[config.mk]
export PLATFORM = sky130hd
export DESIGN_NAME = sdl3d_seq_unit
export DESIGN_NICKNAME = d
export VERILOG_FILES = /design/src/design/sdl3d_pkg.sv /design/src/design/sdl3d_seq_unit.sv
export SDC_FILE = /design/constraint.sdc
export NUM_CORES = 1
export LEC_CHECK = 0
export CELL_PAD_IN_SITES_DETAIL_PLACEMENT = 0
export CELL_PAD_IN_SITES_GLOBAL_PLACEMENT = 1
export CORE_MARGIN = 5
export CORE_UTILIZATION = 45
export CTS_CLUSTER_DIAMETER = 40
export DETAILED_ROUTE_END_ITERATION = 6
export DONT_BUFFER_PORTS = 1
export GPL_ROUTABILITY_DRIVEN = 1
export MAX_ROUTING_LAYER = met4
export PLACE_DENSITY_LB_ADDON = 0.1
export REMOVE_ABC_BUFFERS = 1
export SLEW_MARGIN = 20
export SYNTH_ARGS = -nofsm -noshare
export SYNTH_HDL_FRONTEND = slang
export SYNTH_SLANG_ARGS = --single-unit
[constraint.sdc]
create_clock -name i_clk -period 5.7 [get_ports i_clk]
set_input_delay 0.285 -clock i_clk [delete_from_list [all_inputs] [get_ports i_clk]]
set_output_delay 0.285 -clock i_clk [all_outputs]
set_load 0.02 [all_outputs]
[src/design/sdl3d_pkg.sv]
// ----------------------------------------------------------------------------
// sdl3d_pkg
// Shared types and constants for the 3D spring-damper link force block.
// ----------------------------------------------------------------------------
package sdl3d_pkg;

    localparam int VALUE_WIDTH = 32;
    localparam int FRAC_BITS   = 16;
    localparam int NUM_REGS    = 7;
    localparam int ADDR_WIDTH  = 5;

    typedef enum logic [1:0] {
        CMD_COMPUTE = 2'd0,
        CMD_CLEAR   = 2'd1,
        CMD_LOAD    = 2'd2,
        CMD_UNUSED  = 2'd3
    } t_cmd;

    typedef enum logic [2:0] {
        REG_STIFF   = 3'd0,
        REG_LDAMP   = 3'd1,
        REG_GDAMP   = 3'd2,
        REG_REST    = 3'd3,
        REG_MIN     = 3'd4,
        REG_MAX     = 3'd5,
        REG_SCALE   = 3'd6,
        REG_NONE    = 3'd7
    } t_reg;

    typedef enum logic [1:0] {
        DIV_IDLE,
        DIV_RUN,
        DIV_DONE
    } t_div_state;

    typedef enum logic [3:0] {
        ST_IDLE,
        ST_SQRT,
        ST_L0,
        ST_STRETCH,
        ST_CHANGE,
        ST_FORCE,
        ST_PMUL,
        ST_DIV,
        ST_GMUL,
        ST_AXIS,
        ST_OUT
    } t_state;

    localparam logic signed [63:0] SAT_MAX = 64'sd2147483647;
    localparam logic signed [63:0] SAT_MIN = -64'sd2147483648;

    function automatic logic signed [31:0] sat32(input logic signed [63:0] v);
        logic signed [31:0] r;
        if (v > SAT_MAX) begin
            r = 32'sh7fffffff;
        end else if (v < SAT_MIN) begin
            r = 32'sh80000000;
        end else begin
            r = v[31:0];
        end
        return r;
    endfunction

    // product shifted right with floor (arithmetic shift does exactly that)
    function automatic logic signed [63:0] qshift(input logic signed [65:0] p);
        logic signed [65:0] s;
        s = p >>> FRAC_BITS;
        return s[63:0];
    endfunction

endpackage

[src/design/sdl3d_seq_unit.sv]
// ----------------------------------------------------------------------------
// sdl3d_seq_unit
// Shared bit-serial unit: 34-step square root or 68-by-34-bit restoring division.
// ----------------------------------------------------------------------------
module sdl3d_seq_unit
    import sdl3d_pkg::*;
(
    input  logic         i_clk,
    input  logic         i_rst_n,
    input  logic         i_start,
    input  logic         i_is_sqrt,
    input  logic [67:0]  i_num,
    input  logic [33:0]  i_den,
    output logic         o_done,
    output logic [67:0]  o_result
);

    t_div_state   r_state, n_state;
    logic [67:0]  r_num;
    logic [69:0]  r_rem;
    logic [67:0]  r_res;
    logic [33:0]  r_den;
    logic [6:0]   r_cnt;
    logic         r_sqrt;
    logic [69:0]  w_rem_sh;
    logic [69:0]  w_trial;
    logic         w_ge;

    always_comb begin
        if (r_sqrt) begin
            w_rem_sh = {r_rem[67:0], r_num[67:66]};
            w_trial  = {r_res[67:0], 2'b01};
        end else begin
            w_rem_sh = {r_rem[68:0], r_num[67]};
            w_trial  = {36'd0, r_den};
        end
        w_ge = (w_rem_sh >= w_trial);
    end

    always_comb begin
        n_state = r_state;
        unique case (r_state)
            DIV_IDLE: if (i_start) n_state = DIV_RUN;
            DIV_RUN:  if (r_cnt == 7'd0) n_state = DIV_DONE;
            DIV_DONE: n_state = DIV_IDLE;
            default:  n_state = DIV_IDLE;
        endcase
    end

    always_ff @(posedge i_clk) begin
        if (!i_rst_n) begin
            r_state <= DIV_IDLE;
        end else begin
            r_state <= n_state;
        end
    end

    always_ff @(posedge i_clk) begin
        if (r_state == DIV_IDLE && i_start) begin
            r_num  <= i_num;
            r_den  <= i_den;
            r_rem  <= '0;
            r_res  <= '0;
            r_sqrt <= i_is_sqrt;
            r_cnt  <= i_is_sqrt ? 7'd33 : 7'd67;
        end else if (r_state == DIV_RUN) begin
            r_num <= r_sqrt ? {r_num[65:0], 2'b00} : {r_num[66:0], 1'b0};
            r_rem <= w_ge ? (w_rem_sh - w_trial) : w_rem_sh;
            r_res <= {r_res[66:0], w_ge};
            r_cnt <= r_cnt - 7'd1;
        end
    end

    assign o_done   = (r_state == DIV_DONE);
    assign o_result = r_res;

endmodule

# == After elaboration in Yosys (flattened, before gate mapping) ==
# Cells that the tools add are included.
# totals
ff_bits,249
output_inout_bits,69
# classes
add_sub_neg,2
order_cmp,1
eq_ne,4
muxes,12
n_reduce_logical,5
# ops
operator,count
68-bit two-way mux,3
70-bit two-way mux,2
70-bit >= comparator,1
69-bit two-way mux,1
69-bit subtractor,1
7-bit two-way mux,3
7-bit zero test,1
"7-bit by 1-bit subtractor with 7-bit output, second input constant",1
2-bit two-way mux,2
"2-bit != test, second input constant",2
2-bit case mux with 2 select lines,1
"2-bit by 1-bit == test with 1-bit output, second input constant",1
"2-bit == test, second input constant",1
2-bit zero test,1
2-bit AND reduction,1
2-bit nonzero test,1
1-bit logical AND,1

# == Depth between registers and ports, before layout ==
# depth
depth_word,3
ltp_mapped,20
ltp_nobuf,13

# == Worst setup path before layout ==
# No wires, ideal clock.
# synth_timing
kind,reg-to-reg
start,register r_sqrt
end,register r_rem[59]
setup_ns,0.115
arrival_ns,4.406
slack_ns,1.178
stages_incl_launch_ff,17
synth_period_minus_slack_ns,4.522
cell_sequence,edfxtp_1 clkbuf_1 clkbuf_1 buf_2 clkbuf_1 clkbuf_1 nand2_1 ha_1 clkbuf_1 nand4_1 or4_1 o221ai_1 a21oi_1 o21ai_4 nand2_2 or4_1 and3_1
# synth_via
elab_chain_len,3
elab_cells_between_ends,5
cone_classes,add/sub: 1; order compare: 1; mux: 3
# synth_lines
element,line_no,text
from (decl),sdl3d_seq_unit.sv:24,logic r_sqrt;
from (signal assigned),sdl3d_seq_unit.sv:64,r_sqrt <= i_is_sqrt;
70-bit two-way mux,sdl3d_seq_unit.sv:30,if (r_sqrt) begin
69-bit subtractor or 70-bit >= comparator (tied branches),"sdl3d_seq_unit.sv:68, sdl3d_seq_unit.sv:37",
69-bit two-way mux *,sdl3d_seq_unit.sv:68,r_rem <= w_ge ? (w_rem_sh - w_trial) : w_rem_sh;
to (signal assigned),sdl3d_seq_unit.sv:68,
to (decl),sdl3d_seq_unit.sv:20,logic [69:0] r_rem;
# Mark *: on every way between the ends. The rest lies on a longest branch, timed or not.
# A chain may end at the register's enable or synchronous reset.

# == Worst setup path after layout ==
# layout_timing
start,register r_sqrt
end,register r_rem[8]
# Same word-level chain as after synthesis.

==> reports/metrics.yaml <==
yosys:
  synth_area_leaders: "edfxtp_1 (21%), dfxtp_1 (18%), mux2i_1 (8.9%)"
  synth_seq_area_share_pct: 38.84
  synth_top_area_share_pct: 21.08
  yosysWarnings: 0
  synth_cell_types: 65
  ys_seq_elements: 249
  synthTopCellsByCount: "nand2_1 (343), o21ai_0 (152), dfxtp_1 (139), mux2i_1 (139), a21oi_1 (126)"
  ys_async_sr_fraction_pct: 0
  synth-edff-count: 110
  synth_flop_cell: "dfxtp_1"
  syn_inst: 1802
  synth_most_common_cell: "nand2_1"
  synth_top_area_cell: "edfxtp_1"
  synth.avg_cell_area_sq_um: 8.696
  synth_area_sq_um: 15670
critical_path:
  end_kind: "register"
  critPathMaxFanout: 62
  reg2reg_to: "r_rem[8]"
  r2r_cells: 13
  path_class: "reg -> reg"
  crit_family: "simple AND/OR/NAND/NOR gates"
  crit_end: "r_rem[8]"
  crit_chain: "buf_12, mux2_2, ha_1, nand2_1, nor2_1, nand3_1, nor4_1, a21oi_2, o21a_1, o21ai_4, buf_4, mux2i_1, a211oi_1"
  start_kind: "register"
  crit-reg2reg-launch: "r_sqrt"
  crit_start: "r_sqrt"
  required_ns: 6.09
  slowest_stage: "edfxtp_1"
  max_stage_delay_ns: 0.82
  crit_arrival_ns: 5.41
  r2r_setup_slack_ns: 0.68
  critPathBufInv: 2
  path_depth: 13
final_layout:
  drive_gt1_share_pct: 10.20
  fin_area_sq_um: 18600
  num-nets-final: 2034
  areaGrowthSynthToFinish_pct: 18.68
  fillCellCount: 3174
  instances_no_fill: 2348
  antenna_cells: 0
grt:
  met3_usage_pct: 4.256
  grt-busiest-layer: "met2"
  grt_pass1_wl_mm: 70.26
  antenna_found_initial: 0
  grt_max_degree: 154
  overflow: 0
  use_met1_pct: 29.16
  grt_usage_pct: 22.60
  grtUsageMet2_pct: 36.87
  grt_pass1_vias: 13330
floorplan:
  rows: 68
  core-area_sq_um: 34460
  die_w_um: 196.6
  start_util_pct: 45.48
  die_area_sq_um: 38650
  die_h_um: 196.6
  io_pins: 175
sta:
  finalCriticalPeriod_ns: 5.023
  relSlewSlack_pct: 28.60
  rsz0062_at_grt: "false"
  setup_viol: 0
  worst_pin_slew_ns: 1.070
  max_freq_mhz: 199.1
  finClkSkew_ns: 0.02192
  drv_slew: 0
  fin_crit_sh_pct: 88.12
  final_hold_viol_count: 0
placement:
  placedCellCount: 2158
  hpwl_mm: 29.85
  port_buffers: 0
  placed_cell_area_sq_um: 15980
  place_congestion: 0.8727
clock_tree:
  cts_made_buffers: 46
  post-cts-setup-buffers: 0
  cts_resized: 0
  cts.clk_slew.worst_paths_ns: 0.05
  cts_tree: "done"
  clock_latency_ns: 0.57
  htree_levels: 2
  cts-root-buf: "clkbuf_16"
  clock_sinks: 249
  clk_path_buf_depth: 3
routing:
  routedWlPerCell_um: 18.35
  drc: 0
  dr.pass1.iters: 5
  viasPerCell: 5.612
  drtIter0Drc: 772
  drt_wl_total_mm: 43.08
  vias: 13180
  antenna_left: 0
min_path:
  hp-class: "in -> reg"
power:
  ir_worst_vdd_uv: 380.6
  leakage_uw: 0.007847
  power.density_nw_per_um2: 535.6
status:
  status: "finished clean"
flow_run:
  cap_violations: 0
-- placed cells by master, fill, tap and decap left out, types with 6 or more instances in the layout --
cell type	n
a22oi_1	12
o21ai_0	152
inv_1	24
xnor2_1	34
nand3_1	83
or3_1	6
ha_1	72
buf_4	22
a21o_1	29
nor2_1	82
mux2_2	70
a31oi_1	11
dfxtp_1	139
nor4_1	6
nor3_1	10
o21a_1	11
o21bai_1	20
nand4_1	29
nand2b_1	7
xor2_1	28
clkbuf_16	46
a211oi_1	29
clkinvlp_4	9
and2_1	7
a21oi_1	126
mux2i_1	139
and3_1	11
dlygate4sd3_1	104
inv_6	6
nor2b_1	12
o22ai_1	8
nand2_1	343
edfxtp_1	110
-- cells by family after synthesis --
logic type / Yosys count / share of synthesized area, %
flops: 249 / 38.84
xor+xnor: 62 / 3.465
compound gates: 441 / 16.81
buf+inv: 151 / 3.833
simple gates: 617 / 17.27
mux: 209 / 13.91
fa+ha+maj: 73 / 5.877
-- routing by layer --
layer	routed length, um	up-vias
met5	0	-
met4	742	0
met3	2132	54
met2	20270	240
met1	19930	6264
li1	-	6618
-- timing repair --
action	CTS	global route
endpoints found under the hold margin	105	0
endpoints found under the setup margin	0	0
hold buffers	104	0
-- final cells by class --
cell class | instances | area (sq um) | area share, %
inverters | 28 | 111.4 | 0.5988
multi-input cells | 1402 | 9004 | 48.42
flip-flops and latches | 249 | 6086 | 32.73
well taps | 455 | 569.3 | 3.061
repair buffers | 128 | 1246 | 6.701
clock buffers | 54 | 1231 | 6.620
clock inverters | 32 | 349.1 | 1.877
-- state kept, by name, summed over array words and instances, names as in the netlist --
register  flops
o_result     68
r_cnt         7
r_den        34
r_num        68
r_rem        69
r_sqrt        1
r_state       2
-- stage by stage --
stage | worst slack (ns) | utilization, % | power, uW | setup TNS, ns | hold WS [ns]
2_1_floorplan | -4.821 | - | 5995 | -589.86 | 0.3839
3_3_place_gp | 0.6438 | 46.36 | 7134 | 0 | 0.3840
3_5_place_dp | 0.6409 | 46.36 | 7147 | 0 | 0.3840
4_1_cts | 0.6191 | 53.97 | 10020 | 0 | 0.03053
5_1_grt | 0.2654 | 53.97 | 10690 | 0 | 0.07795
6_report | 0.6773 | 53.97 | 9961 | 0 | 0.06126
-- worst min path at each step --
stage | to | cells after the start | startpoint | slack [ns]
3_5_place_dp | r_den[11] | 0 | i_den[11] | 0.38
3_3_place_gp | r_den[13] | 0 | i_den[13] | 0.38
6_report | r_cnt[5] | 2 | i_is_sqrt | 0.06
5_1_grt | r_cnt[5] | 2 | i_is_sqrt | 0.08
2_1_floorplan | r_den[0] | 0 | i_den[0] | 0.38
4_1_cts | r_cnt[5] | 2 | i_is_sqrt | 0.03
-- power by group --
part	internal, uW	total, uW	leakage [uW]	switching (uW)
clock network	1750	2750	0.000750	996
logic	1960	4840	0.00487	2880
registers	2180	2370	0.00222	186
(Power assumes the default switching activity.)
